--- src/sv/fca_pkg.sv ---
// Package for the frame co-adding averager.
// Holds fixed field widths, register indexes and the per-item control struct.
// No dependencies.
`timescale 1ns / 1ps

package fca_pkg;

   localparam int PIX_PORT_W  = 16;
   localparam int SUM_W       = 32;
   localparam int MEAN_W      = 24;
   localparam int FRAMES_W    = 16;
   localparam int PPF_W       = 19;
   localparam int CSR_IDX_W   = 1;
   localparam int PPF_RESET   = 262144;
   localparam int DIV_STEP    = 2;
   localparam int REM_W       = FRAMES_W;

   localparam logic [CSR_IDX_W-1:0] CSR_PIXELS_PER_FRAME = 1'd0;
   localparam logic [CSR_IDX_W-1:0] CSR_FRAMES_TO_ADD    = 1'd1;

   typedef struct packed {
      logic first_frame;
      logic last_frame;
      logic last_pixel;
   } ctl_type;

endpackage

--- src/sv/fca_sequencer.sv ---
// Configuration registers and pixel / frame position counters.
// Classifies each incoming item as first frame, last frame, last pixel.
// Depends on fca_pkg.
`timescale 1ns / 1ps

module fca_sequencer import fca_pkg::*; #(
   parameter int MAX_PIXELS = 262144
) (
   input  logic                    clock,
   input  logic                    reset,
   input  logic                    csr_write_enable,
   input  logic [CSR_IDX_W-1:0]    csr_index,
   input  logic [PPF_W-1:0]        csr_wdata,
   input  logic                    accept,
   output logic [((MAX_PIXELS > 1) ? $clog2(MAX_PIXELS) : 1)-1:0] pos,
   output ctl_type                 ctl,
   output logic [FRAMES_W-1:0]     frames
);

   localparam int POS_W      = (MAX_PIXELS > 1) ? $clog2(MAX_PIXELS) : 1;
   localparam int RESET_LEN  = (MAX_PIXELS < PPF_RESET) ? MAX_PIXELS : PPF_RESET;
   localparam int LAST_RESET = RESET_LEN - 1;

   logic [POS_W-1:0]    last_idx_ff, last_idx_in;
   logic [FRAMES_W-1:0] frames_ff, frames_in;
   logic [POS_W-1:0]    pos_ff, pos_in;
   logic [FRAMES_W-1:0] frame_ff, frame_in;
   logic [31:0]         len_req;

   always_comb begin
      ctl.first_frame = (frame_ff == '0);
      ctl.last_frame  = (frame_ff >= (frames_ff - FRAMES_W'(1)));
      ctl.last_pixel  = (pos_ff == last_idx_ff);
   end

   assign pos    = pos_ff;
   assign frames = frames_ff;
   assign len_req = 32'(csr_wdata);

   always_comb begin
      last_idx_in = last_idx_ff;
      frames_in   = frames_ff;
      pos_in      = pos_ff;
      frame_in    = frame_ff;
      if (csr_write_enable) begin
         case (csr_index)
            CSR_PIXELS_PER_FRAME: begin
               if (len_req == 32'd0) begin
                  last_idx_in = '0;
               end else if (len_req > 32'(MAX_PIXELS)) begin
                  last_idx_in = POS_W'(MAX_PIXELS - 1);
               end else begin
                  last_idx_in = POS_W'(len_req - 32'd1);
               end
            end
            CSR_FRAMES_TO_ADD: begin
               frames_in = (csr_wdata[FRAMES_W-1:0] == '0) ? FRAMES_W'(1)
                                                            : csr_wdata[FRAMES_W-1:0];
            end
            default: begin
            end
         endcase
         pos_in   = '0;
         frame_in = '0;
      end else if (accept) begin
         if (ctl.last_pixel) begin
            pos_in   = '0;
            frame_in = ctl.last_frame ? '0 : frame_ff + FRAMES_W'(1);
         end else begin
            pos_in = pos_ff + POS_W'(1);
         end
      end
   end

   always_ff @(posedge clock) begin
      if (reset) begin
         last_idx_ff <= POS_W'(LAST_RESET);
         frames_ff   <= FRAMES_W'(1);
         pos_ff      <= '0;
         frame_ff    <= '0;
      end else begin
         last_idx_ff <= last_idx_in;
         frames_ff   <= frames_in;
         pos_ff      <= pos_in;
         frame_ff    <= frame_in;
      end
   end

endmodule

--- config.mk ---
export PLATFORM = sky130hd
export DESIGN_NAME = fca_sequencer
export DESIGN_NICKNAME = d
export VERILOG_FILES = /design/src/sv/fca_pkg.sv /design/src/sv/fca_sequencer.sv
export SDC_FILE = /design/constraint.sdc
export NUM_CORES = 1
export LEC_CHECK = 0
export ABC_CLOCK_PERIOD_IN_PS = 4460
export BUFFER_PORTS_ARGS = -buffer_cell sky130_fd_sc_hd__buf_4
export CAP_MARGIN = 20
export CORE_UTILIZATION = 50
export CTS_CLUSTER_DIAMETER = 100
export DETAILED_ROUTE_END_ITERATION = 6
export GPL_ROUTABILITY_DRIVEN = 0
export PLACE_DENSITY = 0.7
export SYNTH_ARGS = -nofsm -noshare
export SYNTH_HDL_FRONTEND = slang
export SYNTH_SLANG_ARGS = --single-unit
--- constraint.sdc ---
create_clock -name clock -period 4.46 [get_ports clock]
set_input_delay 0.892 -clock clock [delete_from_list [all_inputs] [get_ports clock]]
set_output_delay 0.892 -clock clock [all_outputs]
set_load 0.01 [all_outputs]
### After elaboration in Yosys (flattened, before gate mapping)

Cells that the tools add are included.
Widths: inputs -> output; s select.

| cells by class | value |
|---|---|
| add/sub/neg operators | 4 |
| $lt $le $gt $ge | 2 |
| equal/unequal tests | 1 |
| multiplexer cells | 5 |
| bitwise operators | 1 |
| reductions and logical operators | 7 |

Operator list:

| kind | count |
|---|---|
| $mux 18 | 3 |
| $logic_not 16->1 | 2 |
| $logic_not 32->1 | 1 |
| $mux 16 | 2 |
| $gt 19x19->1 const B | 1 |
| $add 18x1->18 const B | 1 |
| $eq 18x18->1 | 1 |
| $sub 18x1->18 const B | 1 |
| $add 16x1->16 const B | 1 |
| $ge 16x16->1 | 1 |
| $sub 16x1->16 const B | 1 |
| $reduce_and 2->1 | 3 |
| $reduce_or 2->1 | 1 |
| $not 1->1 | 1 |

| storage, ports and cells | value |
|---|---|
| bits in registers | 68 |
| bits of input ports | 24 |
| word-level logic and storage cells | 24 |

### Depth between registers and ports, before layout

| depth | value |
|---|---|
| word-level depth | 3 |
| gate-level depth with buffers | 15 |
| depth with buffers taken out | 13 |

### Worst setup path after synthesis

Ideal clock, no wire load.

| path | value |
|---|---|
| kind | register -> register |
| start | register frames_ff[4] (netlist: frames[4]) |
| end | register frame_ff[10] |
| library setup time | 0.087 ns |
| data arrival time | 3.392 ns |
| slack | 0.981 ns |
| stages on the path, launching flop included | 15 |
| buffers on the path | 2 |
| period minus slack after synthesis | 3.479 ns |
| cells stage by stage | dfxtp_1 or4_1 nor2_1 nand2_1 nor4_1 xnor2_1 ha_1 nand4_1 nor2_1 nor4_1 nand4_1 or2_2 clkbuf_1 clkbuf_1 o31ai_1 |

| on the way | value |
|---|---|
| word-level cells in the longest chain between the ends | 3 |

RTL lines:

| what | RTL line | RTL |
|---|---|---|
| start, declared | fca_sequencer.sv:25 | `logic [FRAMES_W-1:0] frames_ff, frames_in;` |
| start signal, assigned | fca_sequencer.sv:83 | `frames_ff <= frames_in;` |
| $sub 16x1->16 | fca_sequencer.sv:32 | `ctl.last_frame = (frame_ff >= (frames_ff - FRAMES_W'(1)));` |
| $ge 16x16->1 | fca_sequencer.sv:32 |  |
| $mux 16 | fca_sequencer.sv:68 | `frame_in = ctl.last_frame ? '0 : frame_ff + FRAMES_W'(1);` |
| end signal, assigned | fca_sequencer.sv:85 | `frame_ff <= frame_in;` |
| end, declared | fca_sequencer.sv:27 | `logic [FRAMES_W-1:0] frame_ff, frame_in;` |

No other way between the ends.
A chain may end at the register's enable or synchronous reset.

==> results.yml <==
run_status:
  status: "finished clean"
worst_setup_path:
  timing.critical_path.to_type: "output port"
  crit_fanout: 7
  critical_path_arrival_ns: 3.17
  critPathRequiredTime_ns: 3.57
  timing_worst_setup_path_type: "reg2out"
  r2r_setup_slack_ns: 0.71
  crit_path_start_kind: "register"
routing:
  drt_iter0_markers: 186
  drcViolationCount: 0
  vias_per_cell: 5.64
  wl_per_cell_um: 14.9
  detailroute.via_count: 3633
  totalWireLength_um: 9590
  number_of_iterations_in_the_first_detailed_routing_pass: 5
  antenna_violating_nets_post_route: 0
final_layout:
  antenna_cells_inserted: 0
  post-route-cell-area_um2: 4690
  finish.net_count: 582
  area_growth_syn_to_layout_pct: 18.3
  final_core_util_pct: 61.0
  layout_cell_share_with_drive_strength_beyond_1_pct: 16.4
sta:
  worst_slack_ns: 0.394
  finalCritPeriodShare_pct: 91.2
  totalNegativeSetupSlack_ns: 0
  finalSetupViolCount: 0
  fin_skew_ns: 0.0103
  clock.fmax_mhz: 246
  setup_repair_after_global_routing_missed_its_margin: "false"
  final_period_minus_worst_setup_slack_ns: 4.07
  max-slew-margin-rel_pct: 48.8
  worst_hold_slack_ns: 0.504
  slew_viol_final: 0
  final-hold-violation-count: 0
  worstMarginPinSlew_ns: 0.767
power:
  power_frac_clock_pct: 38.6
  p_comb_share_pct: 12.9
  peakVddDrop_mv: 0.181
  netSwitchingPower_uw: 366
  seq_power_share_pct: 48.4
  switching_power_as_a_share_of_total_power_pct: 27.5
  leakage_uw: 0.00176
  p_per_area_nw_per_um2: 283
  power.internal_uw: 964
cts:
  clk_pin_slew_worst_paths_ns: 0.07
  post_cts_resize_count: 0
  cts_made_buffers: 9
  post_cts.repair.setup_buffers: 0
  clock_sinks: 68
  tritoncts: "built"
  cts-htree-levels: 3
  clock_insertion_delay_worst_skew_ns: 0.35
  cts-root-to-sink-buffers: 2
  clock-root-buffer: "clkbuf_8"
  cts_hold_repair.buffers: 0
synthesis:
  postSynthCellCount: 480
  yosys.area.top_type_share_pct: 34.3
  syn_area_per_cell_um2: 8.27
  synth_seq_area_share_pct: 34.3
  syn_std_cell_area_um2: 3970
  ys.flop_type: "dfxtp_1"
  postSynthRegisterBits: 68
  netlist-cell-type-count: 52
  post_synth_main_area_contributors: "dfxtp_1, xnor2_1, nand2_1"
  count_leader_synth: "nand2_1"
  synth.cells.most_frequent: "nand2_1, dfxtp_1, nor2_1"
  edff_count_synth: 0
  synth_fp_nets: 525
  synth_area_leader_cell: "dfxtp_1"
  ys_async_sr_fraction_pct: 0
  synth-warning-count: 0
grt:
  grt_antenna_before_repair: 0
  grt_pass1_vias: 3375
  grt_max_degree: 36
  overflow: 0
  grt_first_pass_wirelength_um: 16200
  track_usage_pct: 24.2
floorplan:
  die_height_um: 91.1
  floorplan.core_area_um2: 7690
  area_of_the_die_um2: 8300
  die-width_um: 91.1
  initial_core_utilization_pct: 51.6
  fp-row-count: 32
  ioPinCount: 61
placed_design:
  dpl_worst_slack_ns: 0.729
  buffer_ports.inserted: 60
  place.detailed.hpwl_um: 7350
  detailed_place.area_um2: 4490
hold_path:
  worst_hold_path_type: "reg2reg"
job:
  max_cap_viol_count: 0
worst paths after layout:
path,from,end,cells past startpoint
min,frames[15],frames[15],2
max reg2reg,frames[4],frame_ff[2],13
max,frames[4],ctl[1],11
min reg2reg,frames[15],frames[15],2
metrics by stage:
stage                     total power, µW  instances
after detailed placement              829        628
final                                1330        644
after global routing                 1380        644
after floorplan                       760        480
after CTS                            1340        644
after global placement                826        628
kinds of logic (layout without fill, tap and decap cells):
group | Yosys count | after routing | share of synthesized area, %
simple gates | 218 | 218 | 26.7
compound gates | 84 | 84 | 16.1
flops | 68 | 68 | 34.3
xor+xnor | 59 | 59 | 13.0
buf+inv | 29 | 91 | 2.96
fa+ha+maj | 21 | 21 | 6.62
mux | 1 | 1 | 0.252
per-layer routing:
layer	global-route usage [%]	share of wire, %	wire, µm
met5	0	0	0
met4	10.6	2.1	206
met3	2.76	4.0	385
met2	36.9	44	4240
met1	34.3	50	4750
worst max-delay path, stage by stage, from the launching register on:
cell	delay, ns
dfxtp_1	0.37
or4_1	0.57
nor2_1	0.16
nand2_1	0.13
nor4_1	0.32
xnor2_1	0.11
ha_1	0.32
nand4_1	0.18
nor4_1	0.29
o21ai_0	0.17
nand3_1	0.11
buf_4	0.12
area by class of cell:
type,count,area (µm²)
clock buffers,9,124
clock inverters,7,76.3
fillers,726,3000
inverters,13,48.8
multi-input cells,383,2490
flip-flops and latches,68,1360
well taps,102,128
repair buffers,62,465
cell usage in the layout (no fill, tap or decap), types with 2 or more instances in the layout:
master / synthesis / layout
nand2_1: 86 / 86
xnor2_1: 37 / 37
nand2b_1: 6 / 6
o2bb2a_1: 7 / 7
or3b_2: 3 / 3
or3_4: 2 / 2
buf_4: 0 / 62
o41ai_1: 2 / 2
o311ai_0: 3 / 3
o21ai_0: 9 / 9
clkinvlp_4: 0 / 2
and2_1: 4 / 4
a311oi_1: 2 / 2
clkinv_4: 0 / 2
inv_1: 13 / 13
o31a_1: 2 / 2
o22ai_1: 2 / 2
and3_1: 9 / 9
a221o_1: 17 / 17
ha_1: 21 / 21
nor4b_1: 3 / 3
or4_1: 3 / 3
clkbuf_8: 0 / 9
nor4_1: 12 / 12
a2bb2oi_1: 2 / 2
nor2_1: 42 / 42
a21oi_1: 23 / 23
and4_1: 2 / 2
nor3_1: 10 / 10
nand3_1: 13 / 13
nand4_1: 12 / 12
or3_1: 3 / 3
xor2_1: 22 / 22
o31ai_1: 6 / 6
dfxtp_1: 68 / 68
flip-flops by register name, summed over array words and instances (netlist names):
name / cells
frame_ff: 16
frames: 16
pos: 18
last_idx_ff: 18
power by group through the flow:
stage	registers [µW]	clock network, µW	logic [µW]
after floorplan	656	0	104
after global placement	658	0	168
after detailed placement	658	0	171
after CTS	644	519	172
after global routing	647	546	191
final	644	514	172
Note: power is estimated with default switching activity, not from simulation.
