$ cat config.mk
export PLATFORM = sky130hd
export DESIGN_NAME = fca_divider
export DESIGN_NICKNAME = d
export VERILOG_FILES = /design/src/sv/fca_pkg.sv /design/src/sv/fca_divider.sv
export SDC_FILE = /design/constraint.sdc
export NUM_CORES = 1
export LEC_CHECK = 0
export BUFFER_PORTS_ARGS = -buffer_cell sky130_fd_sc_hd__buf_2
export CAP_MARGIN = 20
export CORE_MARGIN = 2
export CORE_UTILIZATION = 65
export DETAILED_ROUTE_END_ITERATION = 7
export PLACE_DENSITY = 0.82
export SLEW_MARGIN = 10
export SYNTH_ARGS = -nofsm -noshare
export SYNTH_HDL_FRONTEND = slang
export SYNTH_SLANG_ARGS = --single-unit
$ cat constraint.sdc
create_clock -name clock -period 7.4 [get_ports clock]
set_clock_uncertainty 0.15 [all_clocks]
set_input_delay 0.74 -clock clock [delete_from_list [all_inputs] [get_ports clock]]
set_output_delay 0.74 -clock clock [all_outputs]
set_load 0.01 [all_outputs]
$ cat src/sv/fca_pkg.sv
// Package for the frame co-adding averager.
// Holds fixed field widths, register indexes and the per-item control struct.
// No dependencies.
`timescale 1ns / 1ps

package fca_pkg;

   localparam int PIX_PORT_W  = 16;
   localparam int SUM_W       = 32;
   localparam int MEAN_W      = 24;
   localparam int FRAMES_W    = 16;
   localparam int PPF_W       = 19;
   localparam int CSR_IDX_W   = 1;
   localparam int PPF_RESET   = 262144;
   localparam int DIV_STEP    = 2;
   localparam int REM_W       = FRAMES_W;

   localparam logic [CSR_IDX_W-1:0] CSR_PIXELS_PER_FRAME = 1'd0;
   localparam logic [CSR_IDX_W-1:0] CSR_FRAMES_TO_ADD    = 1'd1;

   typedef struct packed {
      logic first_frame;
      logic last_frame;
      logic last_pixel;
   } ctl_type;

endpackage

$ cat src/sv/fca_divider.sv
// Pipelined restoring divider: (sum << FRACTION_BITS) / frames, saturated.
// Resolves DIV_STEP quotient bits in each stage after the input register; the last stage is the output register.
// Depends on fca_pkg.
`timescale 1ns / 1ps

module fca_divider import fca_pkg::*; #(
   parameter int FRACTION_BITS = 8
) (
   input  logic                 clock,
   input  logic                 reset,
   input  logic                 in_valid,
   output logic                 in_ready,
   input  logic [SUM_W-1:0]     in_sum,
   input  logic                 in_end,
   input  logic [FRAMES_W-1:0]  divisor,
   output logic                 out_valid,
   input  logic                 out_ready,
   output logic [MEAN_W-1:0]    out_mean,
   output logic                 out_end
);

   localparam int DVD_W = SUM_W + FRACTION_BITS;
   localparam int HI_W  = DVD_W - MEAN_W;
   localparam int NSTG  = MEAN_W / DIV_STEP;

   logic [DVD_W-1:0]  dividend;
   logic [HI_W-1:0]   hi;
   logic              sat0;

   logic              v_ff   [NSTG+1];
   logic [REM_W-1:0]  rem_ff [NSTG+1];
   logic [MEAN_W-1:0] quo_ff [NSTG+1];
   logic              sat_ff [NSTG+1];
   logic              end_ff [NSTG+1];
   logic [REM_W-1:0]  rem_in [NSTG+1];
   logic [MEAN_W-1:0] quo_in [NSTG+1];
   logic              en     [NSTG+1];

   always_comb begin
      dividend = DVD_W'(in_sum) << FRACTION_BITS;
      hi       = dividend[DVD_W-1:MEAN_W];
      sat0     = (32'(hi) >= 32'(divisor));
   end

   always_comb begin
      logic [REM_W-1:0]  r;
      logic [MEAN_W-1:0] q;
      logic [REM_W:0]    t;
      rem_in[0] = REM_W'(hi);
      quo_in[0] = dividend[MEAN_W-1:0];
      for (int k = 1; k <= NSTG; k++) begin
         r = rem_ff[k-1];
         q = quo_ff[k-1];
         for (int i = 0; i < DIV_STEP; i++) begin
            t = {r, q[MEAN_W-1]};
            q = q << 1;
            if (t >= {1'b0, divisor}) begin
               t    = t - {1'b0, divisor};
               q[0] = 1'b1;
            end
            r = t[REM_W-1:0];
         end
         rem_in[k] = r;
         quo_in[k] = q;
      end
   end

   always_comb begin
      en[NSTG] = !v_ff[NSTG] || out_ready;
      for (int k = NSTG - 1; k >= 0; k--) begin
         en[k] = !v_ff[k] || en[k+1];
      end
   end

   assign in_ready = en[0];

   always_ff @(posedge clock) begin
      if (reset) begin
         for (int k = 0; k <= NSTG; k++) begin
            v_ff[k] <= 1'b0;
         end
      end else begin
         if (en[0]) begin
            v_ff[0] <= in_valid;
         end
         for (int k = 1; k <= NSTG; k++) begin
            if (en[k]) begin
               v_ff[k] <= v_ff[k-1];
            end
         end
      end
   end

   always_ff @(posedge clock) begin
      if (en[0]) begin
         rem_ff[0] <= rem_in[0];
         quo_ff[0] <= quo_in[0];
         sat_ff[0] <= sat0;
         end_ff[0] <= in_end;
      end
      for (int k = 1; k <= NSTG; k++) begin
         if (en[k]) begin
            rem_ff[k] <= rem_in[k];
            quo_ff[k] <= quo_in[k];
            sat_ff[k] <= sat_ff[k-1];
            end_ff[k] <= end_ff[k-1];
         end
      end
   end

   assign out_valid = v_ff[NSTG];
   assign out_mean  = sat_ff[NSTG] ? '1 : quo_ff[NSTG];
   assign out_end   = end_ff[NSTG];

endmodule

Word-level counts from Yosys, hierarchy flattened
Memory sizes are Yosys's and may differ from the RTL's.
Cells that the tools add are included.
{"block": "classes", "n_addsub": 24, "mul": 0, "n_div": 0, "order_cmp": 25, "eq_ne": 0, "shifts": 0, "mux": 116, "bitwise_logic": 13, "n_reduce_logical": 26}
{"operator": "17-bit by 16-bit greater-or-equal comparator with 1-bit output", "count": 24}
{"operator": "16-bit two-way mux", "count": 24}
{"operator": "16-bit subtractor", "count": 24}
{"operator": "1-bit two-way mux", "count": 91}
{"operator": "24-bit two-way mux", "count": 1}
{"operator": "16-bit greater-or-equal comparator", "count": 1}
{"operator": "1-bit zero test", "count": 13}
{"operator": "1-bit logical OR", "count": 13}
{"operator": "1-bit OR", "count": 13}
{"block": "word_totals", "register_bits": 0, "latchBits": 0, "ramBits": 559, "romBits": 0, "input_bits": 53, "output_inout_bits": 27, "n_memories": 5}
{"memory": "quo_ff", "depth": 13, "word_bits": 24, "read_ports": 13, "rd_ports_with_merged_regs": 0, "wr": 13, "line_no": "fca_divider.sv:32", "rtl": "logic [MEAN_W-1:0] quo_ff [NSTG+1];"}
{"memory": "rem_ff", "depth": 13, "word_bits": 16, "read_ports": 12, "rd_ports_with_merged_regs": 0, "wr": 13, "line_no": "fca_divider.sv:31", "rtl": "logic [REM_W-1:0] rem_ff [NSTG+1];"}
{"memory": "end_ff", "depth": 13, "word_bits": 1, "read_ports": 13, "rd_ports_with_merged_regs": 0, "wr": 13, "line_no": "fca_divider.sv:34", "rtl": "logic end_ff [NSTG+1];"}
{"memory": "sat_ff", "depth": 13, "word_bits": 1, "read_ports": 13, "rd_ports_with_merged_regs": 0, "wr": 13, "line_no": "fca_divider.sv:33", "rtl": "logic sat_ff [NSTG+1];"}
{"memory": "v_ff", "depth": 13, "word_bits": 1, "read_ports": 13, "rd_ports_with_merged_regs": 0, "wr": 13, "line_no": "fca_divider.sv:30", "rtl": "logic v_ff [NSTG+1];"}

Depth between registers and ports, before layout
Gate-level depths: netlist of the first run.
An unclocked memory read counts as a cell.
{"block": "logic_depth", "ltp_word": 19, "mapped_depth": 22, "ltp_nobuf": 21}

Least setup slack after synthesis of the first run
No wires, ideal clock.
{"block": "synth_path", "path_type": "input -> register", "start": "input port divisor[1]", "end": "memory rem_ff[1][39] (netlist name) (data pin)", "setup_time_ps": 260, "t_arrival_ps": 6396, "required_ps": 6990, "path_slack_ps": 594, "stages": 19, "path_buffers": 2, "cell_sequence": "inv_1 -> ha_1 -> nor2b_1 -> o211ai_1 -> and3_1 -> o31ai_2 -> a211oi_1 -> clkbuf_1 -> mux2_2 -> ha_1 -> nand3_1 -> o21bai_1 -> a21oi_1 -> o32ai_1 -> o221ai_1 -> a221oi_1 -> o21ai_2 -> buf_4 -> mux2_2"}
{"element": "start, declared", "line_no": "fca_divider.sv:15", "rtl": "input logic [FRAMES_W-1:0] divisor,"}
{"element": "end, declared", "line_no": "fca_divider.sv:31"}

==> flow_metrics.env, run 1 <==
export IMPL_outcome="finished clean"
export IMPL_yosysSeqAreaShare=0.384
export IMPL_synthFlopType="edfxtp_1"
export IMPL_cp_end_kind="flip-flop"
export IMPL_totalWireLength_um=95400
export IMPL_timing_critical_path_required_ps=7620
export IMPL_clk_root_buffer_cell="clkbuf_16"
export IMPL_synth_nets=3896
export IMPL_report_final_slew_viol_count=0
export IMPL_cts_buffers_inserted=50
export IMPL_timing_slew_headroom=0.339
export IMPL_hold_class="in -> reg"
export IMPL_clock_latency_ps=620
export IMPL_clk_pin_slew_ps=70
export IMPL_route_vias_total=28500
export IMPL_layout_commonest_cell="edfxtp_1"
export IMPL_syn_inst=3427
export IMPL_dp_hpwl_um=70700
export IMPL_io_pins=80
export IMPL_start_util=0.655
export IMPL_multiInputGateArea_sq_mm=0.0212
export IMPL_track_usage=0.334
export IMPL_hold_violations=0
export IMPL_yosys_warnings=0
export IMPL_total_die_area_sq_mm=0.0572
export IMPL_finalNetCount=4046
export IMPL_clkSinkCount=459
export IMPL_cts_hold_buffers=0
export IMPL_drt_initial_drc_count=2541
export IMPL_post_drt_wl_per_cell_um=22.1
export IMPL_cp_slowest_stage_delay_ps=420
export IMPL_global_route_wire_length_before_repair_um=150000
export IMPL_vias_per_cell=6.60
export IMPL_num_fill_cells=3902
export IMPL_critPathBufInv=5
export IMPL_yosys_register_bits=459
export IMPL_yosysUniqueCellTypes=99
export IMPL_critPathKind="in -> reg"
export IMPL_tritoncts="yes"
export IMPL_first_global_vias=27800
export IMPL_detail_route_antenna_nets=0
export IMPL_timing_setup_tns_ps=0
export IMPL_critical_path_top_delay_family="simple AND/OR/NAND/NOR gates"
export IMPL_area_growth_syn_to_layout_pct=9.35
export IMPL_worstSetupStartpointType="primary input"
export IMPL_ctsHtreeMaxLevel=2
export IMPL_mappedNetlistArea_sq_mm=0.0359
export IMPL_drt_pre_antenna_iters=6
export IMPL_grt_remaining_overflow=0
export IMPL_cts_path_max_buffers=3
export IMPL_place_gp_congestion=0.952
export IMPL_max_cap_violations=0
export IMPL_highest_attainable_clock_frequency_mhz=163
export IMPL_timing_final_crit_period_ps=6140
export IMPL_num_rows=86
export IMPL_critical_path_slowest_cell="or3_1"
export IMPL_core_area_sq_mm=0.0549
export IMPL_die_width_um=239
export IMPL_highest_count_cells_in_the_layout_ignoring_fill_and_taps="459 x edfxtp_1, 396 x ha_1, 256 x a21oi_1"
export IMPL_path_common_cell="inv_2"
export IMPL_grt_start_max_net_pins=45
export IMPL_fin_crit_sh=0.830
export IMPL_post_route_cells_drive_above_1_share=0.152
export IMPL_setup_violations_final=0
export IMPL_cts_post_setup_buffers_inserted=0
export IMPL_synth_edf_count=459
export IMPL_drcViolationCount=0
export IMPL_syn_avg_cell_area_sq_um=10.5
export IMPL_worstPathArrival_ps=6360
export IMPL_fp_dieH_um=239
export IMPL_grt_setup_unrepaired="no"
export IMPL_port_buffers=79
export IMPL_fraction_of_synthesis_flops_using_an_asynchronous_set_or_reset_pin=0
export IMPL_antenna_cells=0
export IMPL_postCtsResizedCells=0
export IMPL_crit_path_max_fanout=44
export IMPL_cp_cell_sequence="buf_2 -> inv_2 -> buf_12 -> ha_1 -> nor2b_1 -> o2111ai_1 -> and3_1 -> nor4_1 -> or3_1 -> nand2_4 -> inv_2 -> mux2_2 -> ha_1 -> and3_1 -> a221o_1 -> a21o_1 -> a211oi_1 -> o21ai_0 -> a211oi_2 -> inv_2 -> mux2_2"
export IMPL_grt_antenna_before_repair=0
export IMPL_seq_area_sq_mm=0.0138
export IMPL_tightest_slew_ps=979
-- flip-flops by register name, summed over array words and instances (netlist names) --
| register | cells |
|---|---|
| rem_ff | 192 |
| v_ff | 13 |
| quo_ff | 228 |
| end_ff | 13 |
| sat_ff | 13 |
-- synth_stat cells, types with 6 or more instances --
| cell type | count | area (sq um) |
|---|---|---|
| edfxtp_1 | 459 | 13800 |
| ha_1 | 396 | 4950 |
| a21oi_1 | 256 | 1280 |
| mux2_2 | 217 | 2440 |
| nor2_1 | 208 | 781 |
| nand2_1 | 184 | 691 |
| xnor2_1 | 181 | 1590 |
| o21ai_0 | 168 | 841 |
| inv_1 | 165 | 619 |
| a21o_1 | 105 | 788 |
| nor3_1 | 90 | 450 |
| xor2_1 | 87 | 762 |
| nand3_1 | 74 | 370 |
| o21a_1 | 67 | 503 |
| nand4_1 | 47 | 294 |
| or2_2 | 46 | 288 |
| o21bai_1 | 44 | 330 |
| nor2b_1 | 41 | 257 |
| nand2b_1 | 37 | 231 |
| a31oi_1 | 33 | 206 |
| mux2i_1 | 30 | 300 |
| a211oi_1 | 29 | 218 |
| and3_1 | 29 | 181 |
| clkbuf_1 | 27 | 101 |
| o31ai_1 | 26 | 195 |
| and2_1 | 24 | 150 |
| fa_1 | 20 | 400 |
| o211ai_1 | 20 | 150 |
| or3_1 | 18 | 113 |
| a211o_1 | 16 | 140 |
| nor3b_1 | 16 | 120 |
| buf_2 | 15 | 75.1 |
| nor4_1 | 14 | 87.6 |
| o31a_1 | 14 | 123 |
| a221oi_1 | 13 | 114 |
| mux2_4 | 13 | 195 |
| a21boi_0 | 11 | 82.6 |
| o311ai_0 | 11 | 96.3 |
| a2111oi_0 | 10 | 87.6 |
| a311oi_1 | 10 | 87.6 |
| o221ai_1 | 10 | 87.6 |
| o2111ai_1 | 9 | 78.8 |
| a31o_2 | 7 | 61.3 |
| o41ai_1 | 7 | 61.3 |
| and3b_1 | 6 | 52.6 |
-- metal layers --
metal,share of wire,up-vias,GRT usage
li1,-,13400,-
met1,0.43,13700,0.450
met2,0.46,1163,0.543
met3,0.070,278,0.0462
met4,0.045,0,0.137
met5,0,-,0
-- kinds of logic (layout without fill, tap and decap cells) --
logic type	after synthesis	count (layout)	share of synthesized area
DFF	459	459	0.384
adders and majority gates	416	416	0.149
AOI/OAI and AO/OA	936	936	0.174
and+or+nand+nor	863	863	0.120
buffers and inverters	225	415	0.0259
muxes	260	260	0.0818
xor gates and xnor gates	268	268	0.0653
-- worst paths after layout --
check	end	startpoint	cells past startpoint	slack, ps
setup / recovery	rem_ff[1][18]	divisor[1]	21	1260
hold / removal	quo_ff[0][18]	in_sum[10]	1	140
setup reg to reg	rem_ff[1][18]	rem_ff[1][8]	17	1460
hold reg to reg	quo_ff[0][129]	quo_ff[0][103]	0	260
-- per-stage QoR --
| stage | area (sq um) | hold WS, ps | setup WS [ps] | std cells | utilization |
|---|---|---|---|---|---|
| global route | 39300 | 116 | 936 | 4321 | 0.716 |
| detailed placement | 37600 | 255 | 710 | 4227 | 0.684 |
| global placement | 37500 | 251 | 841 | 4226 | 0.684 |
| CTS | 39200 | 110 | 1330 | 4319 | 0.715 |
| floorplan | 35900 | 250 | 594 | 3427 | - |
| finish | 39300 | 137 | 1260 | 4321 | 0.716 |
-- cell type report --
cell class,count,area share
tap,704,0.0224
clock buffer,56,0.0330
inverter,170,0.0164
clock inverter,36,0.00959
sequential,459,0.351
multi-input combinational,2743,0.541
timing repair buffer,153,0.0271
Power of run 1 is left out: the tool's default activity adds up to more than one toggle a clock period on the data nets, which glitch-free logic cannot reach.
==> inputs of run 2 (changes only) <==
ABC_AREA = 1   (was not set)
clock period = 6.1 ns   (was 7.4 ns; I/O delays follow)
==> flow_metrics.env, run 2 <==
export IMPL_synth_edf_count=459
export IMPL_yosysMostFrequentCell="nand2_1"
export IMPL_num_fill_cells=4834
export IMPL_placedCellCount=5937
export IMPL_fp_dieH_um=250
export IMPL_clkSinkCount=459
export IMPL_clk_pin_slew_ps=60
export IMPL_num_rows=90
export IMPL_global_route_wire_length_before_repair_um=183000
export IMPL_layout_commonest_cell="nand2_1"
export IMPL_holdWs_ps=14.5
export IMPL_timing_critical_path_required_ps=6280
export IMPL_port_buffers=79
export IMPL_track_usage=0.372
export IMPL_fraction_of_synthesis_flops_using_an_asynchronous_set_or_reset_pin=0
export IMPL_synth_compound_gate_area_share=0.0900
export IMPL_outcome="finished clean"
export IMPL_grt_antenna_before_repair=2
export IMPL_final_instance_count_excl_fill=6058
export IMPL_post_drt_wl_per_cell_um=19.5
export IMPL_worstSetupStartpointType="primary input"
export IMPL_drcViolationCount=0
export IMPL_setup_violations_final=0
export IMPL_finalNetCount=5700
export IMPL_grt_remaining_overflow=0
export IMPL_synth_xor_area_frac=0.0446
export IMPL_cts_path_max_buffers=3
export IMPL_timing_slew_headroom=0.487
export IMPL_hold_class="in -> reg"
export IMPL_totalWireLength_um=118000
export IMPL_first_global_vias=33600
export IMPL_vias_per_cell=5.97
export IMPL_hold_violations=0
export IMPL_ctsHtreeMaxLevel=2
export IMPL_detail_route_antenna_nets=0
export IMPL_report_final_slew_viol_count=0
export IMPL_syn_inst=5091
export IMPL_crit_path_max_fanout=23
export IMPL_grt_start_max_net_pins=42
export IMPL_synthMuxAreaShare=0
export IMPL_io_pins=80
export IMPL_tritoncts="yes"
export IMPL_drt_initial_drc_count=3700
export IMPL_regMostFlops="quo_ff"
export IMPL_yosysUniqueCellTypes=59
export IMPL_dp_hpwl_um=88300
export IMPL_synth_nets=5560
export IMPL_yosys_register_bits=459
export IMPL_route_vias_total=36200
export IMPL_post_synth_most_frequent_cells="1712 x nand2_1, 461 x nand3_1, 459 x edfxtp_1, 430 x inv_1, 396 x ha_1"
export IMPL_yosysSeqAreaShare=0.351
export IMPL_fin_crit_sh=0.803
export IMPL_critPathKind="in -> reg"
export IMPL_synthFlopType="edfxtp_1"
export IMPL_yosys_warnings=0
export IMPL_main_combinational_cell_family_by_area_after_synthesis="simple AND/OR/NAND/NOR gates"
export IMPL_die_width_um=250
export IMPL_place_gp_congestion=1.01
export IMPL_drt_pre_antenna_iters=8
export IMPL_synth_top_area_share=0.351
export IMPL_ys_top_cells_by_area="edfxtp_1 35%, nand2_1 16%, ha_1 13%, nand3_1 5.9%, a21oi_1 4.3%"
export IMPL_cts_post_setup_buffers_inserted=0
export IMPL_syn_avg_cell_area_sq_um=7.72
export IMPL_worstPathArrival_ps=5080
export IMPL_cp_end_kind="flip-flop"
export IMPL_synth_adder_area_share=0.136
export IMPL_clock_latency_ps=650
export IMPL_grt_setup_unrepaired="no"
export IMPL_post_synth_simple_gate_area=0.317
export IMPL_post_route_cells_drive_above_1_share=0.0957
export IMPL_highest_attainable_clock_frequency_mhz=204
export IMPL_timing_final_crit_period_ps=4900
export IMPL_start_util=0.655
export IMPL_synth_largest_area_cell="edfxtp_1"
export IMPL_max_cap_violations=0
export IMPL_cts_buffers_inserted=52
export IMPL_tightest_slew_ps=760
export IMPL_clk_root_buffer_cell="clkbuf_16"
export IMPL_largest_registers="quo_ff (228), rem_ff (192)"
export IMPL_largest_reg_flops=228
export IMPL_mappedNetlistArea_sq_mm=0.0393
export IMPL_area_growth_syn_to_layout_pct=8.73
export IMPL_timing_setup_tns_ps=0
export IMPL_total_die_area_sq_mm=0.0624
export IMPL_highest_count_cells_in_the_layout_ignoring_fill_and_taps="1710 x nand2_1, 461 x nand3_1, 459 x edfxtp_1"
export IMPL_core_area_sq_mm=0.0600
==> run 2: cell types whose count changed after synthesis, sizes merged, moves of 42 or more <==
cell   previous run  this run
inv             169       467
nor2b            42         0
mux2            230         0
xor2             87       134
xnor2           181        66
o21a             67        13
nand3            74       485
a21o            105        20
nor2            209       290
o21ai           172       227
nor3             90        35
nand2           185      1779
a21oi           257       344
==> run 2: path summary, 6_finish.rpt <==
kind	startpoint	end	slack, ps	cells after the start
max	divisor[12]	rem_ff[2][38]	1200	20
min	in_sum[28]	rem_ff[0][12]	10	1
min reg2reg	quo_ff[1][78]	quo_ff[1][104]	220	0
max reg2reg	rem_ff[2][26]	rem_ff[2][38]	1310	17
==> run 2: routing by layer <==
| layer | vias to the layer above | routed length, um | track usage |
|---|---|---|---|
| met1 | 16600 | 48600 | 0.495 |
| li1 | 17500 | - | - |
| met3 | 353 | 10100 | 0.0574 |
| met5 | - | 14 | 0 |
| met2 | 1696 | 53800 | 0.604 |
| met4 | 2 | 5690 | 0.165 |
==> run 2: logic make-up after synthesis <==
family,after synthesis
fa+ha+maj,416
flops,459
simple gates,2814
compound gates,654
xor+xnor,200
buf+inv,548
==> run 2: cell type report <==
cell class | instances | area [sq um] | area share
sequential | 459 | 13800 | 0.323
inverter | 470 | 1780 | 0.0417
antenna | 1 | 2.50 | 0.0000586
timing repair buffer | 164 | 1240 | 0.0289
multi-input combinational | 4084 | 23100 | 0.541
clock buffer | 59 | 1330 | 0.0311
tap | 782 | 978 | 0.0229
clock inverter | 39 | 489 | 0.0115
==> run 2: worst max-delay path, cell delays in order <==
cell and delay (ps):
buf_2 110, inv_2 370, buf_12 270, ha_1 290, nand2_1 120, nor2_1 230
nand2_1 120, o21a_1 240, nand2_4 180, inv_4 140, o21ai_0 390, ha_1 360
a21oi_1 230, o21ai_0 140, a21oi_1 140, nand2_1 100, nand2_2 300, nand3_2 420
nand2_1 160, nand2_1 100
==> run 2: what timing repair did <==
| item | CTS | global route |
|---|---|---|
| hold buffers | 21 | 0 |
| endpoints found under the hold margin | 21 | 0 |
| gates resized for setup | 0 | 0 |
==> run 2: per-stage QoR <==
| step | cell area (sq um) | setup slack (ps) | util |
|---|---|---|---|
| finish | 42700 | 1200 | 0.712 |
| global route | 42700 | 873 | 0.712 |
| CTS | 42700 | 1320 | 0.711 |
| detailed placement | 40700 | 724 | 0.678 |
| global placement | 40700 | 713 | 0.678 |
| floorplan | 39300 | 207 | - |
Power of run 2 is left out for the same reason.
